### src/rtl/man_pkg.sv
// Shared types, widths and constants of the median/average normalizer.
package man_pkg;

  localparam int CH_W        = 3;
  localparam int SAMPLE_W    = 12;
  localparam int AVG_W       = 16;
  localparam int LEVEL_W     = 10;
  localparam int SUM_W       = 18;
  localparam int GCOUNT_W    = 7;
  localparam int FRAC_W      = 4;
  localparam int PHASE_W     = 2;
  localparam int DIV_W       = 23;  // dividend and quotient width of the serial divider
  localparam int DIVISOR_W   = 16;
  localparam int STEP_W      = 5;   // holds DIV_W
  localparam int ADDR_W      = 3;
  localparam int DATA_W      = 32;
  localparam int QUEUE_DEPTH = 2;

  localparam int GROUPS_DEF       = 8;
  localparam int NUM_CHANNELS_DEF = 6;

  localparam int PERCENT_SCALE = 100;
  localparam int LEVEL_MAX     = 1023;

  // register index of the phase register
  localparam logic [0:0] REG_PHASE = 1'b0;

  localparam logic [PHASE_W-1:0] PHASE_ZERO    = 2'd0;
  localparam logic [PHASE_W-1:0] PHASE_PEAK    = 2'd1;
  localparam logic [PHASE_W-1:0] PHASE_MEASURE = 2'd2;

  // completed averaging group handed from front to back
  typedef struct packed {
    logic [CH_W-1:0]  channel;
    logic [SUM_W-1:0] sum;
  } job_t;

  typedef struct packed {
    logic                 start;
    logic [DIV_W-1:0]     numer;
    logic [DIVISOR_W-1:0] denom;
  } div_req_t;

  typedef struct packed {
    logic             done;
    logic [DIV_W-1:0] quot;
  } div_rsp_t;

  typedef enum logic [2:0] {
    BK_IDLE,
    BK_AVG,
    BK_APPLY,
    BK_MUL,
    BK_LVL_GO,
    BK_DIV_LVL,
    BK_EMIT
  } back_state_t;

endpackage

### src/rtl/man_stream_if.sv
// Valid/ready stream interfaces for samples in and results out.
interface man_in_if;
  logic                         valid;
  logic                         ready;
  logic [man_pkg::CH_W-1:0]     channel;
  logic [man_pkg::SAMPLE_W-1:0] sample;

  modport source (output valid, channel, sample, input ready);
  modport sink   (input valid, channel, sample, output ready);
endinterface

interface man_out_if;
  logic                        valid;
  logic                        ready;
  logic [man_pkg::CH_W-1:0]    out_channel;
  logic [man_pkg::AVG_W-1:0]   average;
  logic [man_pkg::LEVEL_W-1:0] level;
  logic                        saturated;
  logic                        peak_zero;

  modport source (output valid, out_channel, average, level, saturated, peak_zero,
                  input ready);
  modport sink   (input valid, out_channel, average, level, saturated, peak_zero,
                  output ready);
endinterface

### src/rtl/median_average_normalizer_core.sv
// Top level of the median/average normalizer.
//
//   port group   dir   transfer when                  payload
//   samples      in    valid & ready                  channel, sample
//   results      out   valid & ready                  out_channel, average, level,
//                                                     saturated, peak_zero
//   APB (p*)     in    psel & penable & pwrite        phase at paddr 0
//
// Each sample is taken as it transfers: the front updates the channel's triple,
// median sum and group count in the transfer cycle. Every GROUPS medians it
// queues one job (queue depth 2); samples stall only while the queue is full.
// The back half forms the average with a reciprocal multiply and, in measure
// phase with a nonzero peak and the average above the offset, runs the level
// through the serial divider.
// A finished result sits in an output register; the back can start the next
// job once the result is loaded. Reset clears all counts, sums, offsets,
// peaks and the phase (no clearing pass).
module median_average_normalizer_core #(
  parameter int GROUPS       = man_pkg::GROUPS_DEF,
  parameter int NUM_CHANNELS = man_pkg::NUM_CHANNELS_DEF
) (
  input  logic                       clk,
  input  logic                       rst,
  man_in_if.sink                     samples,
  man_out_if.source                  results,
  input  logic                       psel,
  input  logic                       penable,
  input  logic                       pwrite,
  input  logic [man_pkg::ADDR_W-1:0] paddr,
  input  logic [man_pkg::DATA_W-1:0] pwdata,
  output logic [man_pkg::DATA_W-1:0] prdata,
  output logic                       pready
);

  localparam int JOB_W = $bits(man_pkg::job_t);

  logic [man_pkg::PHASE_W-1:0] phase;
  logic                        sel_phase;

  logic              fr_valid;
  logic              fr_ready;
  man_pkg::job_t     fr_job;
  logic              bk_valid;
  logic              bk_ready;
  logic [JOB_W-1:0]  bk_bits;
  man_pkg::job_t     bk_job;
  man_pkg::div_req_t div_req;
  man_pkg::div_rsp_t div_rsp;

  // config port: word index sits at paddr[2], no wait states
  assign pready    = 1'b1;
  assign sel_phase = paddr[2] == man_pkg::REG_PHASE;
  assign prdata    = sel_phase ? man_pkg::DATA_W'(phase) : '0;

  always_ff @(posedge clk) begin
    if (rst) begin
      phase <= man_pkg::PHASE_ZERO;
    end else if (psel && penable && pwrite && sel_phase) begin
      phase <= pwdata[man_pkg::PHASE_W-1:0];
    end
  end

  man_front #(
    .GROUPS       (GROUPS),
    .NUM_CHANNELS (NUM_CHANNELS)
  ) u_front (
    .clk       (clk),
    .rst       (rst),
    .samples   (samples),
    .job_valid (fr_valid),
    .job_ready (fr_ready),
    .job       (fr_job)
  );

  man_queue #(
    .WIDTH (JOB_W),
    .DEPTH (man_pkg::QUEUE_DEPTH)
  ) u_queue (
    .clk        (clk),
    .rst        (rst),
    .push_valid (fr_valid),
    .push_ready (fr_ready),
    .push_data  (fr_job),
    .pop_valid  (bk_valid),
    .pop_ready  (bk_ready),
    .pop_data   (bk_bits)
  );

  assign bk_job = man_pkg::job_t'(bk_bits);

  man_div u_div (
    .clk (clk),
    .rst (rst),
    .req (div_req),
    .rsp (div_rsp)
  );

  man_back #(
    .GROUPS       (GROUPS),
    .NUM_CHANNELS (NUM_CHANNELS)
  ) u_back (
    .clk       (clk),
    .rst       (rst),
    .phase     (phase),
    .job_valid (bk_valid),
    .job_ready (bk_ready),
    .job       (bk_job),
    .div_req   (div_req),
    .div_rsp   (div_rsp),
    .results   (results)
  );

endmodule

### src/rtl/man_div.sv
// Restoring divider, one quotient bit per cycle.
module man_div (
  input  logic              clk,
  input  logic              rst,
  input  man_pkg::div_req_t req,
  output man_pkg::div_rsp_t rsp
);

  localparam int DW = man_pkg::DIV_W;
  localparam int VW = man_pkg::DIVISOR_W;

  logic                       busy;
  logic                       done;
  logic [man_pkg::STEP_W-1:0] count;
  logic [VW-1:0]              rem;
  logic [VW-1:0]              denom;
  logic [DW-1:0]              nq;      // dividend shifting out, quotient shifting in

  logic [VW:0] shifted;
  logic [VW:0] trial;
  logic        fits;

  assign shifted = {rem, nq[DW-1]};
  assign trial   = shifted - {1'b0, denom};
  assign fits    = shifted >= {1'b0, denom};

  always_ff @(posedge clk) begin
    if (rst) begin
      busy <= 1'b0;
      done <= 1'b0;
    end else begin
      done <= 1'b0;
      if (req.start) begin
        busy <= 1'b1;
      end else if (busy && count == man_pkg::STEP_W'(1)) begin
        busy <= 1'b0;
        done <= 1'b1;
      end
    end
  end

  always_ff @(posedge clk) begin
    if (req.start) begin
      count <= man_pkg::STEP_W'(DW);
      rem   <= '0;
      denom <= req.denom;
      nq    <= req.numer;
    end else if (busy) begin
      count <= count - man_pkg::STEP_W'(1);
      rem   <= fits ? trial[VW-1:0] : shifted[VW-1:0];
      nq    <= {nq[DW-2:0], fits};
    end
  end

  assign rsp.done = done;
  assign rsp.quot = nq;

endmodule

### src/rtl/man_queue.sv
// Small FIFO between the front and back halves.
module man_queue #(
  parameter int WIDTH = 8,
  parameter int DEPTH = man_pkg::QUEUE_DEPTH
) (
  input  logic             clk,
  input  logic             rst,
  input  logic             push_valid,
  output logic             push_ready,
  input  logic [WIDTH-1:0] push_data,
  output logic             pop_valid,
  input  logic             pop_ready,
  output logic [WIDTH-1:0] pop_data
);

  localparam int PTR_W = (DEPTH > 1) ? $clog2(DEPTH) : 1;
  localparam int CNT_W = $clog2(DEPTH + 1);

  logic [WIDTH-1:0] mem [DEPTH];
  logic [PTR_W-1:0] wr_ptr;
  logic [PTR_W-1:0] rd_ptr;
  logic [CNT_W-1:0] count;
  logic             push;
  logic             pop;

  assign push_ready = count != CNT_W'(DEPTH);
  assign pop_valid  = count != '0;
  assign push       = push_valid && push_ready;
  assign pop        = pop_valid && pop_ready;
  assign pop_data   = mem[rd_ptr];

  always_ff @(posedge clk) begin
    if (rst) begin
      wr_ptr <= '0;
      rd_ptr <= '0;
      count  <= '0;
    end else begin
      if (push) begin
        wr_ptr <= (wr_ptr == PTR_W'(DEPTH - 1)) ? '0 : wr_ptr + PTR_W'(1);
      end
      if (pop) begin
        rd_ptr <= (rd_ptr == PTR_W'(DEPTH - 1)) ? '0 : rd_ptr + PTR_W'(1);
      end
      if (push && !pop) begin
        count <= count + CNT_W'(1);
      end else if (pop && !push) begin
        count <= count - CNT_W'(1);
      end
    end
  end

  always_ff @(posedge clk) begin
    if (push) begin
      mem[wr_ptr] <= push_data;
    end
  end

endmodule

### src/rtl/man_front.sv
// Front half: per-channel triple window, median and group accumulation.
module man_front #(
  parameter int GROUPS       = man_pkg::GROUPS_DEF,
  parameter int NUM_CHANNELS = man_pkg::NUM_CHANNELS_DEF
) (
  input  logic          clk,
  input  logic          rst,
  man_in_if.sink        samples,
  output logic          job_valid,
  input  logic          job_ready,
  output man_pkg::job_t job
);

  localparam int IDX_W = (NUM_CHANNELS > 1) ? $clog2(NUM_CHANNELS) : 1;
  localparam int SW    = man_pkg::SAMPLE_W;

  logic [SW-1:0]                win0   [NUM_CHANNELS];
  logic [SW-1:0]                win1   [NUM_CHANNELS];
  logic [1:0]                   slot   [NUM_CHANNELS];
  logic [man_pkg::GCOUNT_W-1:0] gcount [NUM_CHANNELS];
  logic [man_pkg::SUM_W-1:0]    msum   [NUM_CHANNELS];

  logic                      xfer;
  logic                      in_range;
  logic [IDX_W-1:0]          idx;
  logic [SW-1:0]             med;
  logic [man_pkg::SUM_W-1:0] sum_new;
  logic                      third;
  logic                      group_done;

  function automatic logic [SW-1:0] median3(input logic [SW-1:0] a,
                                            input logic [SW-1:0] b,
                                            input logic [SW-1:0] c);
    logic [SW-1:0] lo;
    logic [SW-1:0] hi;
    lo = (a < b) ? a : b;
    hi = (a < b) ? b : a;
    if (c > hi) begin
      return hi;
    end else if (c > lo) begin
      return c;
    end
    return lo;
  endfunction

  // queue room gates intake, so a finished group always gets pushed
  assign samples.ready = job_ready;
  assign xfer       = samples.valid && job_ready;
  assign in_range   = {1'b0, samples.channel} < (man_pkg::CH_W + 1)'(NUM_CHANNELS);
  assign idx        = samples.channel[IDX_W-1:0];
  assign med        = median3(win0[idx], win1[idx], samples.sample);
  assign sum_new    = msum[idx] + man_pkg::SUM_W'(med);
  assign third      = slot[idx] == 2'd2;
  assign group_done = third && gcount[idx] == man_pkg::GCOUNT_W'(GROUPS - 1);

  assign job_valid   = xfer && in_range && group_done;
  assign job.channel = samples.channel;
  assign job.sum     = sum_new;

  always_ff @(posedge clk) begin
    if (rst) begin
      for (int i = 0; i < NUM_CHANNELS; i++) begin
        slot[i]   <= '0;
        gcount[i] <= '0;
        msum[i]   <= '0;
      end
    end else if (xfer && in_range) begin
      if (!third) begin
        slot[idx] <= slot[idx] + 2'd1;
      end else begin
        slot[idx] <= '0;
        if (group_done) begin
          gcount[idx] <= '0;
          msum[idx]   <= '0;
        end else begin
          gcount[idx] <= gcount[idx] + man_pkg::GCOUNT_W'(1);
          msum[idx]   <= sum_new;
        end
      end
    end
  end

  always_ff @(posedge clk) begin
    if (xfer && in_range) begin
      if (slot[idx] == 2'd0) begin
        win0[idx] <= samples.sample;
      end
      if (slot[idx] == 2'd1) begin
        win1[idx] <= samples.sample;
      end
    end
  end

endmodule

### src/rtl/man_back.sv
// Back half: average, offset/peak stores, level computation, result register.
module man_back #(
  parameter int GROUPS       = man_pkg::GROUPS_DEF,
  parameter int NUM_CHANNELS = man_pkg::NUM_CHANNELS_DEF
) (
  input  logic                        clk,
  input  logic                        rst,
  input  logic [man_pkg::PHASE_W-1:0] phase,
  input  logic                        job_valid,
  output logic                        job_ready,
  input  man_pkg::job_t               job,
  output man_pkg::div_req_t           div_req,
  input  man_pkg::div_rsp_t           div_rsp,
  man_out_if.source                   results
);

  localparam int IDX_W = (NUM_CHANNELS > 1) ? $clog2(NUM_CHANNELS) : 1;
  localparam int AW    = man_pkg::AVG_W;
  localparam int DW    = man_pkg::DIV_W;

  // sum * 16 / GROUPS by reciprocal multiply: with RECIP = ceil(2^RSHIFT / GROUPS)
  // and RSHIFT = NUM_W + clog2(GROUPS) the result is the exact floor for every
  // NUM_W-bit numerator
  localparam int     NUM_W   = man_pkg::SUM_W + man_pkg::FRAC_W;
  localparam int     RSHIFT  = NUM_W + $clog2(GROUPS);
  localparam int     RECIP_W = NUM_W + 1;
  localparam int     PROD_W  = NUM_W + RECIP_W;
  localparam longint RECIP   = ((longint'(1) << RSHIFT) + longint'(GROUPS) - longint'(1))
                               / longint'(GROUPS);

  man_pkg::back_state_t state, state_next;

  logic [AW-1:0]               offset [NUM_CHANNELS];
  logic [AW-1:0]               peak   [NUM_CHANNELS];
  logic [man_pkg::CH_W-1:0]    job_ch;
  logic [man_pkg::SUM_W-1:0]   job_sum;
  logic [PROD_W-1:0]           avg_prod;
  logic [AW-1:0]               avg;
  logic [AW-1:0]               diff;
  logic [DW-1:0]               prod;
  logic [man_pkg::LEVEL_W-1:0] level;
  logic                        sat;
  logic                        pz;

  logic                        res_valid;
  logic [man_pkg::CH_W-1:0]    res_channel;
  logic [AW-1:0]               res_average;
  logic [man_pkg::LEVEL_W-1:0] res_level;
  logic                        res_sat;
  logic                        res_pz;

  logic [IDX_W-1:0] idx;
  logic [AW-1:0]    off_cur;
  logic [AW-1:0]    peak_cur;
  logic             emit;

  assign idx      = job_ch[IDX_W-1:0];
  assign off_cur  = offset[idx];
  assign peak_cur = peak[idx];
  assign emit     = (state == man_pkg::BK_EMIT) && (!res_valid || results.ready);
  assign avg_prod = PROD_W'({job_sum, {man_pkg::FRAC_W{1'b0}}}) * PROD_W'(RECIP);

  always_ff @(posedge clk) begin
    if (rst) begin
      state <= man_pkg::BK_IDLE;
    end else begin
      state <= state_next;
    end
  end

  always_comb begin
    state_next = state;
    job_ready  = 1'b0;
    div_req    = '0;
    unique case (state)
      man_pkg::BK_IDLE: begin
        job_ready = 1'b1;
        if (job_valid) begin
          state_next = man_pkg::BK_AVG;
        end
      end
      man_pkg::BK_AVG: begin
        state_next = man_pkg::BK_APPLY;
      end
      man_pkg::BK_APPLY: begin
        if (phase == man_pkg::PHASE_MEASURE && peak_cur != '0 && avg > off_cur) begin
          state_next = man_pkg::BK_MUL;
        end else begin
          state_next = man_pkg::BK_EMIT;
        end
      end
      man_pkg::BK_MUL: begin
        state_next = man_pkg::BK_LVL_GO;
      end
      man_pkg::BK_LVL_GO: begin
        div_req.start = 1'b1;
        div_req.numer = prod;
        div_req.denom = peak_cur;
        state_next    = man_pkg::BK_DIV_LVL;
      end
      man_pkg::BK_DIV_LVL: begin
        if (div_rsp.done) begin
          state_next = man_pkg::BK_EMIT;
        end
      end
      man_pkg::BK_EMIT: begin
        if (!res_valid || results.ready) begin
          state_next = man_pkg::BK_IDLE;
        end
      end
      default: begin
        state_next = man_pkg::BK_IDLE;
      end
    endcase
  end

  // offset/peak stores and result valid
  always_ff @(posedge clk) begin
    if (rst) begin
      res_valid <= 1'b0;
      for (int i = 0; i < NUM_CHANNELS; i++) begin
        offset[i] <= '0;
        peak[i]   <= '0;
      end
    end else begin
      if (emit) begin
        res_valid <= 1'b1;
      end else if (results.ready) begin
        res_valid <= 1'b0;
      end
      if (state == man_pkg::BK_APPLY) begin
        unique case (phase)
          man_pkg::PHASE_ZERO: begin
            offset[idx] <= avg;
          end
          man_pkg::PHASE_PEAK: begin
            if (avg > peak_cur) begin
              peak[idx] <= avg;
            end
          end
          default: begin
          end
        endcase
      end
    end
  end

  // working and result payload
  always_ff @(posedge clk) begin
    unique case (state)
      man_pkg::BK_IDLE: begin
        if (job_valid) begin
          job_ch  <= job.channel;
          job_sum <= job.sum;
          level   <= '0;
          sat     <= 1'b0;
          pz      <= 1'b0;
        end
      end
      man_pkg::BK_AVG: begin
        // sum * 16 / GROUPS: mean with four fraction bits
        avg <= avg_prod[RSHIFT +: AW];
      end
      man_pkg::BK_APPLY: begin
        diff <= avg - off_cur;
        if (phase == man_pkg::PHASE_MEASURE && peak_cur == '0) begin
          pz <= 1'b1;
        end
      end
      man_pkg::BK_MUL: begin
        prod <= DW'(DW'(diff) * DW'(man_pkg::PERCENT_SCALE));
      end
      man_pkg::BK_DIV_LVL: begin
        if (div_rsp.done) begin
          if (div_rsp.quot > DW'(man_pkg::LEVEL_MAX)) begin
            level <= man_pkg::LEVEL_W'(man_pkg::LEVEL_MAX);
            sat   <= 1'b1;
          end else begin
            level <= div_rsp.quot[man_pkg::LEVEL_W-1:0];
          end
        end
      end
      man_pkg::BK_EMIT: begin
        if (emit) begin
          res_channel <= job_ch;
          res_average <= avg;
          res_level   <= level;
          res_sat     <= sat;
          res_pz      <= pz;
        end
      end
      default: begin
      end
    endcase
  end

  assign results.valid       = res_valid;
  assign results.out_channel = res_channel;
  assign results.average     = res_average;
  assign results.level       = res_level;
  assign results.saturated   = res_sat;
  assign results.peak_zero   = res_pz;

endmodule
### src/flat_wrapper.sv
// flat-port wrapper written by rule: the top's interface ports become plain ports
module median_average_normalizer_core_flat 
#(
  parameter int GROUPS       = man_pkg::GROUPS_DEF,
  parameter int NUM_CHANNELS = man_pkg::NUM_CHANNELS_DEF
)
  (clk, rst, psel, penable, pwrite, paddr, pwdata, prdata, pready, samples_valid, samples_channel, samples_sample, samples_ready, results_valid, results_out_channel, results_average, results_level, results_saturated, results_peak_zero, results_ready);
  man_in_if samples_i ();
  man_out_if results_i ();
  input  logic clk;
  input  logic rst;
  input  logic psel;
  input  logic penable;
  input  logic pwrite;
  input  logic [man_pkg::ADDR_W-1:0] paddr;
  input  logic [man_pkg::DATA_W-1:0] pwdata;
  output logic [man_pkg::DATA_W-1:0] prdata;
  output logic pready;
  input wire logic [$bits(samples_i.valid)-1:0] samples_valid;
  input wire logic [$bits(samples_i.channel)-1:0] samples_channel;
  input wire logic [$bits(samples_i.sample)-1:0] samples_sample;
  output wire logic [$bits(samples_i.ready)-1:0] samples_ready;
  output wire logic [$bits(results_i.valid)-1:0] results_valid;
  output wire logic [$bits(results_i.out_channel)-1:0] results_out_channel;
  output wire logic [$bits(results_i.average)-1:0] results_average;
  output wire logic [$bits(results_i.level)-1:0] results_level;
  output wire logic [$bits(results_i.saturated)-1:0] results_saturated;
  output wire logic [$bits(results_i.peak_zero)-1:0] results_peak_zero;
  input wire logic [$bits(results_i.ready)-1:0] results_ready;
  assign samples_i.valid = samples_valid;
  assign samples_i.channel = samples_channel;
  assign samples_i.sample = samples_sample;
  assign samples_ready = samples_i.ready;
  assign results_valid = results_i.valid;
  assign results_out_channel = results_i.out_channel;
  assign results_average = results_i.average;
  assign results_level = results_i.level;
  assign results_saturated = results_i.saturated;
  assign results_peak_zero = results_i.peak_zero;
  assign results_i.ready = results_ready;
  median_average_normalizer_core #(.GROUPS(GROUPS), .NUM_CHANNELS(NUM_CHANNELS)) u_core (.clk(clk), .rst(rst), .samples(samples_i), .results(results_i), .psel(psel), .penable(penable), .pwrite(pwrite), .paddr(paddr), .pwdata(pwdata), .prdata(prdata), .pready(pready));
endmodule
### config.mk
export PLATFORM = sky130hd
export DESIGN_NAME = median_average_normalizer_core_flat
export DESIGN_NICKNAME = d
export VERILOG_FILES = /design/src/rtl/man_pkg.sv /design/src/rtl/man_stream_if.sv /design/src/rtl/median_average_normalizer_core.sv /design/src/rtl/man_div.sv /design/src/rtl/man_queue.sv /design/src/rtl/man_front.sv /design/src/rtl/man_back.sv /design/src/flat_wrapper.sv
export SDC_FILE = /design/constraint.sdc
export NUM_CORES = 1
export LEC_CHECK = 0
export BUFFER_PORTS_ARGS = -buffer_cell sky130_fd_sc_hd__buf_2
export CORE_UTILIZATION = 45
export DETAILED_ROUTE_END_ITERATION = 10
export PLACE_DENSITY_LB_ADDON = 0.15
export SYNTH_ARGS = -nofsm -noshare
export SYNTH_HDL_FRONTEND = slang
export SYNTH_SLANG_ARGS = --single-unit
### constraint.sdc
create_clock -name clk -period 8.4 [get_ports clk]
set_input_delay 0 -clock clk [delete_from_list [all_inputs] [get_ports clk]]
set_output_delay 0 -clock clk [all_outputs]
set_load 0.05 [all_outputs]
==> run_results.csv, run 1 <==
group,metric,value,unit
status,run_status,"complete, no violations",
worst_setup_path,worstSetupEndpointType,"flop",
die,std_cell_core_area,81100,um^2
logic_synthesis,synthFlopType,"edfxtp_1",
cells_and_area,postLayoutCoreUtil,0.515,
timing,hold_viol,0,
die,dieHeight,289,um
placement,gpl.final_weighted_congestion,0.832,
worst_setup_path,critical_path.top_delay_family,"compound AO/OA/AOI/OAI gates",
cells_and_area,share_of_post_route_cells_with_drive_strength_above_1,0.147,
logic_synthesis,synthDominantCellAreaShare,0.615,
cells_and_area,multiInputGateArea,12600,um^2
cts,cts_inserted_buffers,84,
worst_setup_path,cp_num_buf_inv,2,
power_and_ir_drop,ir_drop,0.255,mV
logic_synthesis,number_of_flops_mapped_to_enable_cells_by_yosys,760,
worst_setup_path,timing.critical_path.from_type,"flop",
worst_setup_path,cp.required,8760,ps
logic_synthesis,postSynthRegisterBits,793,
logic_synthesis,seq_area_frac_synth,0.633,
worst_setup_path,worst_ep_arrival_time,7840,ps
cts,cts_max_path_bufs,3,
hold_path,hp-class,"in -> reg",
placement,place.port_buffers,58,
detailed_routing,finalWirelength,84500,um
die,floorplan.initialDensity,0.458,
global_route,largest_net_degree_at_the_start_of_global_routing,58,
timing,relSlewSlack,0.242,
timing,fin_crit_sh,0.890,
timing,timing.final.crit_period,7480,ps
cts,number_of_sinks_on_the_clock_net,793,
detailed_routing,wl_per_cell,21.3,um
global_route,globalRouteTotalUtil,0.205,
detailed_routing,detail_route.iter0.violations,1480,
timing,finalSetupTns,0,ps
worst_setup_path,cp_slowest_cell,"xnor2_1",
logic_synthesis,synthTopCellsByCount,"edfxtp_1, nor2_1, nand2_1",
die,die-area,83700,um^2
logic_synthesis,synth.largest_area_cell,"edfxtp_1",
timing,achievable-frequency,0.134,GHz
cts,ctsRootBufferMaster,"clkbuf_16",
timing,rsz0062_at_grt,"false",
logic_synthesis,synth_area,37100,um^2
timing,finalClockSkew,37.6,ps
cells_and_area,flow.area_growth_from_synthesis,12.5,%
logic_synthesis,ys.warnings.count,0,
logic_synthesis,netlist_top_cells_area,"edfxtp_1, mux4_2, ha_1",
placement,detailed_place_hpwl,55600,um
detailed_routing,post_drt_via_cell_ratio,5.43,
global_route,gr-total-overflow,0,
cts,cts_max_level,3,
detailed_routing,drc_errors,0,
logic_synthesis,synth.lib_cells_used.distinct,84,
logic_synthesis,async_s_r_ff_share_synth,0,
power_and_ir_drop,power_density_over_cell_area,288,nW/um^2
global_route,antenna_found_initial,2,
timing,worst-slew-pin-transition,1130,ps
cts,clock_tree_from_tritoncts,"built",
worst_setup_path,critical-path-max-stage-delay,490,ps
logic_synthesis,synthCells,2678,
run,max_cap_viol_count,0,
logic_synthesis,syn_area_per_cell,13.9,um^2
detailed_routing,via_count,21600,
worst_setup_path,crit_path_max_fanout,15,
die,die_width,289,um
die,core.rowCount,104,
global_route,grt_pass1_wl,129000,um
die,ios,123,
detailed_routing,detail-route-antenna-nets,0,
worst_setup_path,timing_worst_setup_path_type,"reg -> reg",
cells_and_area,n_fill_cell,6872,
cts,insertion_delay,650,ps
global_route,number_of_global_route_vias_before_repair,22200,
power_and_ir_drop,static-leakage-power,16.2,nW
timing,slew_violations,0,
cts,clk_pin_slew,60,ps
logic_synthesis,synth_most_common_cell,"edfxtp_1",
timing,finalSetupViolCount,0,
cells_and_area,ff_latch_area,23500,um^2
detailed_routing,drtPass1Iterations,7,
cells_and_area,finish.net_count,3064,
placed cells by master (no fill, tap or decap), types with 8 or more instances in the layout:
| cell type | Yosys | layout |
|---|---|---|
| edfxtp_1 | 760 | 760 |
| nor2_1 | 310 | 310 |
| nand2_1 | 187 | 187 |
| inv_1 | 150 | 150 |
| ha_1 | 149 | 149 |
| mux2i_1 | 125 | 125 |
| and2_1 | 94 | 94 |
| mux4_2 | 86 | 86 |
| clkbuf_16 | 0 | 86 |
| conb_1 | 2 | 80 |
| a21oi_1 | 73 | 73 |
| buf_4 | 44 | 64 |
| buf_2 | 16 | 57 |
| o21ai_0 | 54 | 54 |
| mux2_2 | 49 | 49 |
| a21o_1 | 43 | 43 |
| xnor2_1 | 38 | 38 |
| dfxtp_1 | 33 | 33 |
| nand3_1 | 29 | 29 |
| xor2_1 | 24 | 24 |
| nand2b_1 | 23 | 23 |
| nor3_1 | 24 | 23 |
| o22ai_1 | 22 | 22 |
| dlygate4sd3_1 | 0 | 22 |
| nand4_1 | 18 | 18 |
| o21a_1 | 18 | 18 |
| clkinv_2 | 0 | 18 |
| a221oi_1 | 17 | 17 |
| and3_1 | 17 | 17 |
| clkbuf_1 | 68 | 17 |
| a211oi_1 | 16 | 16 |
| nor2b_1 | 17 | 14 |
| fa_1 | 13 | 13 |
| o21bai_1 | 12 | 11 |
| clkinv_1 | 1 | 9 |
| bufinv_16 | 0 | 9 |
| o211ai_1 | 8 | 8 |
| o311ai_0 | 8 | 8 |
| o31ai_1 | 8 | 8 |
tightest hold or removal path, stage by stage:
cell	delay, ps
buf_2	80
and2_0	340
a21o_1	210
sequential cells by signal, summed over array words and instances (netlist names), 5 cells and up:
register,count
u_core.u_back.avg,15
u_core.u_back.level,10
u_core.u_back.peak,120
u_core.u_div.count,5
u_core.u_div.nq,23
u_core.u_front.msum,120
u_core.u_div.rem,16
u_core.u_back.prod,20
u_core.u_back.results.average,15
u_core.u_back.offset,120
u_core.u_front.win1,72
u_core.u_front.slot,16
u_core.u_front.win0,72
u_core.u_front.gcount,56
u_core.u_div.denom,15
u_core.u_back.results.level,10
u_core.u_queue.mem,36
u_core.u_back.diff,15
u_core.u_back.job_sum,15
area by class of cell:
cell class	count	area share
Multi-Input combinational cell	1665	0.303
Tap cell	1060	0.0317
Inverter	157	0.0141
Timing Repair Buffer	144	0.0239
Antenna cell	1	0.0000599
Clock inverter	45	0.0126
Clock buffer	103	0.0530
Sequential cell	793	0.562
where the power goes:
part	total [mW]	internal, mW	leakage, nW	switching (mW)
Clock	3.70	2.16	1.35	1.53
Sequential	5.04	4.86	7.72	0.178
Combinational	3.30	1.30	7.16	2.00
Total	12.0	8.33	16.2	3.71
cells by family after synthesis:
group / after synthesis / share of synthesized area
AND/OR/NAND/NOR: 769 / 0.0967
flip-flops: 793 / 0.633
buffers and inverters: 298 / 0.0364
other: 2 / 0.000202
AO/OA/AOI/OAI: 329 / 0.0599
adder cells (fa/ha/maj): 162 / 0.0572
multiplexers: 263 / 0.102
XOR/XNOR: 62 / 0.0146
per-stage QoR:
step | area [um^2] | cells | hold slack [ps] | setup slack [ps] | total power [mW]
floorplan | 37400 | 2756 | 98.9 | 1040 | 7.53
global placement | 38800 | 3797 | 237 | 706 | 8.37
detailed placement | 38800 | 3797 | 245 | 676 | 8.44
CTS | 41800 | 3967 | 60.0 | 953 | 12.2
global route | 41800 | 3967 | 114 | 369 | 12.7
finish | 41800 | 3968 | 113 | 924 | 12.0
routing by layer:
layer / wire (um) / vias up / global-route usage
met1: 34300 / 10700 / 0.251
li1: - / 10200 / -
met2: 42800 / 531 / 0.360
met4: 2950 / 0 / 0.0805
met3: 4340 / 166 / 0.0351
met5: 0 / - / 0
path summary, 6_finish.rpt:
kind	cells past startpoint	startpoint	end	slack [ps]
hold / removal	3	samples_valid	u_core.u_front.slot[5][1]	110
setup / recovery	30	u_core.u_front.win1[3][5]	u_core.u_front.msum[6][14]	920
hold reg to reg	0	u_core.u_back.job_sum[7]	u_core.u_back.avg[8]	410
setup reg to reg	30	u_core.u_front.win1[3][5]	u_core.u_front.msum[6][14]	920
what timing repair did:
action | CTS | global route
gates resized for setup | 0 | 0
buffers inserted | 0 | 0
hold buffers | 22 | 0
endpoints found under the hold margin | 156 | 0
Note: power is estimated with default switching activity, not from simulation.
==> inputs of run 2 (changes only) <==
--- a/config.mk
+++ b/config.mk
@@ -6,6 +6,7 @@
 export NUM_CORES = 1
 export LEC_CHECK = 0
 export BUFFER_PORTS_ARGS = -buffer_cell sky130_fd_sc_hd__buf_2
+export CORE_ASPECT_RATIO = 1.5
 export CORE_UTILIZATION = 45
 export DETAILED_ROUTE_END_ITERATION = 10
 export PLACE_DENSITY_LB_ADDON = 0.15
==> constraint.sdc (replaced) <==
create_clock -name clk -period 8.4 [get_ports clk]
set_input_delay 1.26 -clock clk [delete_from_list [all_inputs] [get_ports clk]]
set_output_delay 1.26 -clock clk [all_outputs]
set_load 0.05 [all_outputs]
==> run_results.csv, run 2 (synthesis results as in run 1) <==
group,metric,value,unit
worst_setup_path,setup.reg_to_reg.worst_slack,1090,ps
detailed_routing,detail-route-antenna-nets,0,
timing,achievable-frequency,0.125,GHz
global_route,globalRouteTotalUtil,0.212,
cts,number_of_sinks_on_the_clock_net,793,
hold_path,hold_depth,0,
power_and_ir_drop,static-leakage-power,16.3,nW
cts,cts_inserted_buffers,78,
die,dieHeight,354,um
worst_setup_path,timing_worst_setup_path_type,"in -> reg",
detailed_routing,wl_per_cell,22.1,um
die,floorplan.initialDensity,0.455,
cts,cts_max_level,3,
worst_setup_path,crit_path_max_fanout,12,
worst_setup_path,r2r.worst_path.cells,30,
cts,clk_pin_slew,70,ps
cells_and_area,reg.largest.list,"u_core.u_back.offset (120), u_core.u_back.peak (120), u_core.u_front.msum (120)",
hold_path,hp-class,"reg -> reg",
global_route,grt_pass1_wl,134000,um
worst_setup_path,worst_ep_arrival_time,8350,ps
cts,insertion_delay,640,ps
power_and_ir_drop,ir_drop,0.158,mV
cells_and_area,flow.area_growth_from_synthesis,12.5,%
die,ios,123,
cells_and_area,mostFrequentLayoutCell,"edfxtp_1",
timing,worst-slew-pin-transition,1110,ps
cts,clock_tree_from_tritoncts,"built",
cells_and_area,postLayoutCoreUtil,0.512,
cells_and_area,share_of_post_route_cells_with_drive_strength_above_1,0.163,
die,core.rowCount,128,
global_route,number_of_global_route_vias_before_repair,23200,
cells_and_area,finish.instance_area,41800,um^2
worst_setup_path,cp.required,8740,ps
cts,ctsRootBufferMaster,"clkbuf_16",
timing,finalClockSkew,25.0,ps
die,die_width,237,um
placement,gpl.final_weighted_congestion,0.838,
worst_setup_path,regToRegStartpoint,"u_core.u_front.win0[3][5]",
detailed_routing,drtPass1Iterations,5,
cts,ctsResizeCount,0,
worst_setup_path,worst_r2r_endpoint,"u_core.u_front.msum[5][14]",
detailed_routing,post_drt_via_cell_ratio,5.51,
die,die-area,83700,um^2
cells_and_area,final_cell_mix,"edfxtp_1, nor2_1, nand2_1",
detailed_routing,drc_errors,0,
run,max_cap_viol_count,0,
timing,finalSetupViolCount,0,
worst_setup_path,timing.critical_path.mode_cell,"ha_1",
die,std_cell_core_area,81500,um^2
timing,timing.final.crit_period,8000,ps
worst_setup_path,worstSetupEndpointType,"flop",
hold_path,worst_hold_path_endpoint,"u_core.u_back.avg[13]",
detailed_routing,detail_route.iter0.violations,1189,
timing,fin_crit_sh,0.953,
worst_setup_path,timing.critical_path.from_type,"input pin",
timing,hold_viol,0,
cts,cts_max_path_bufs,3,
worst_setup_path,cp_slowest_cell,"mux4_2",
cells_and_area,finish.net_count,3089,
placement,place.port_buffers,58,
status,run_status,"complete, no violations",
timing,relSlewSlack,0.257,
placement,detailed_place.area,39300,um^2
timing,rsz0062_at_grt,"false",
cells_and_area,num_antenna_cells,0,
hold_path,hold_path_startpoint,"u_core.u_back.job_sum[12]",
detailed_routing,via_count,21900,
global_route,largest_net_degree_at_the_start_of_global_routing,57,
timing,slew_violations,0,
global_route,antenna_found_initial,0,
global_route,gr-total-overflow,0,
placement,detailed_place_hpwl,59300,um
worst_setup_path,critical-path-max-stage-delay,520,ps
detailed_routing,finalWirelength,87700,um
power_and_ir_drop,power_density_over_cell_area,287,nW/um^2
## run 2: cell type report
class / instances / area, um^2
clock buffers: 101 / 2120
multi-input cells: 1665 / 12700
flip-flops and latches: 793 / 23500
inverters: 157 / 589
clock inverters: 38 / 340
repair buffers: 175 / 1260
fillers: 6942 / 39700
well taps: 1040 / 1300
## run 2: what timing repair did
action                                  CTS  global route
endpoints found under the hold margin     0             0
hold buffers                              0             0
setup buffers                             0             3
endpoints found under the setup margin    0             3
## run 2: worst max path at each step
stage                                  to               start  cells past startpoint
2_1_floorplan  u_core.u_front.msum[5][14]  samples_channel[0]                     34
3_3_place_gp   u_core.u_front.msum[6][14]  samples_channel[0]                     31
3_5_place_dp   u_core.u_front.msum[6][14]  samples_channel[0]                     31
4_1_cts        u_core.u_front.msum[6][14]  samples_channel[0]                     31
5_1_grt        u_core.u_front.msum[7][14]  samples_channel[0]                     31
6_report       u_core.u_front.msum[5][14]  samples_channel[0]                     31
## run 2: worst max-delay path, delay by kind of cell
family / cells / cell delay, ps
AO/OA/AOI/OAI: 11 / 2450
AND/OR/NAND/NOR: 6 / 680
adder cells (fa/ha/maj): 4 / 1310
buffers and inverters: 5 / 980
multiplexers: 4 / 1350
XOR/XNOR: 1 / 320
## run 2: metal layers
layer	up-vias	global-route usage	wire length [um]
met5	-	0	0
met4	0	0.0921	3210
met3	151	0.0253	3530
met2	510	0.411	48700
met1	11000	0.229	32200
li1	10200	-	-
## run 2: stage by stage
step                      std cells  worst slack (ps)  hold slack [ps]  setup TNS, ps  total power [mW]
after floorplan                2756              43.0              400              0              7.54
after global placement         3827              -241              401          -4530              8.53
after detailed placement       3827              -248              405          -4600              8.63
after CTS                      3966               413              399              0              12.1
after global routing           3969              2.00              405              0              12.6
final                          3969               395              400              0              12.0
## run 2: where the power goes
part | switching [mW] | internal, mW
logic | 2.08 | 1.40
clock network | 1.49 | 1.94
registers | 0.197 | 4.86
total | 3.76 | 8.21
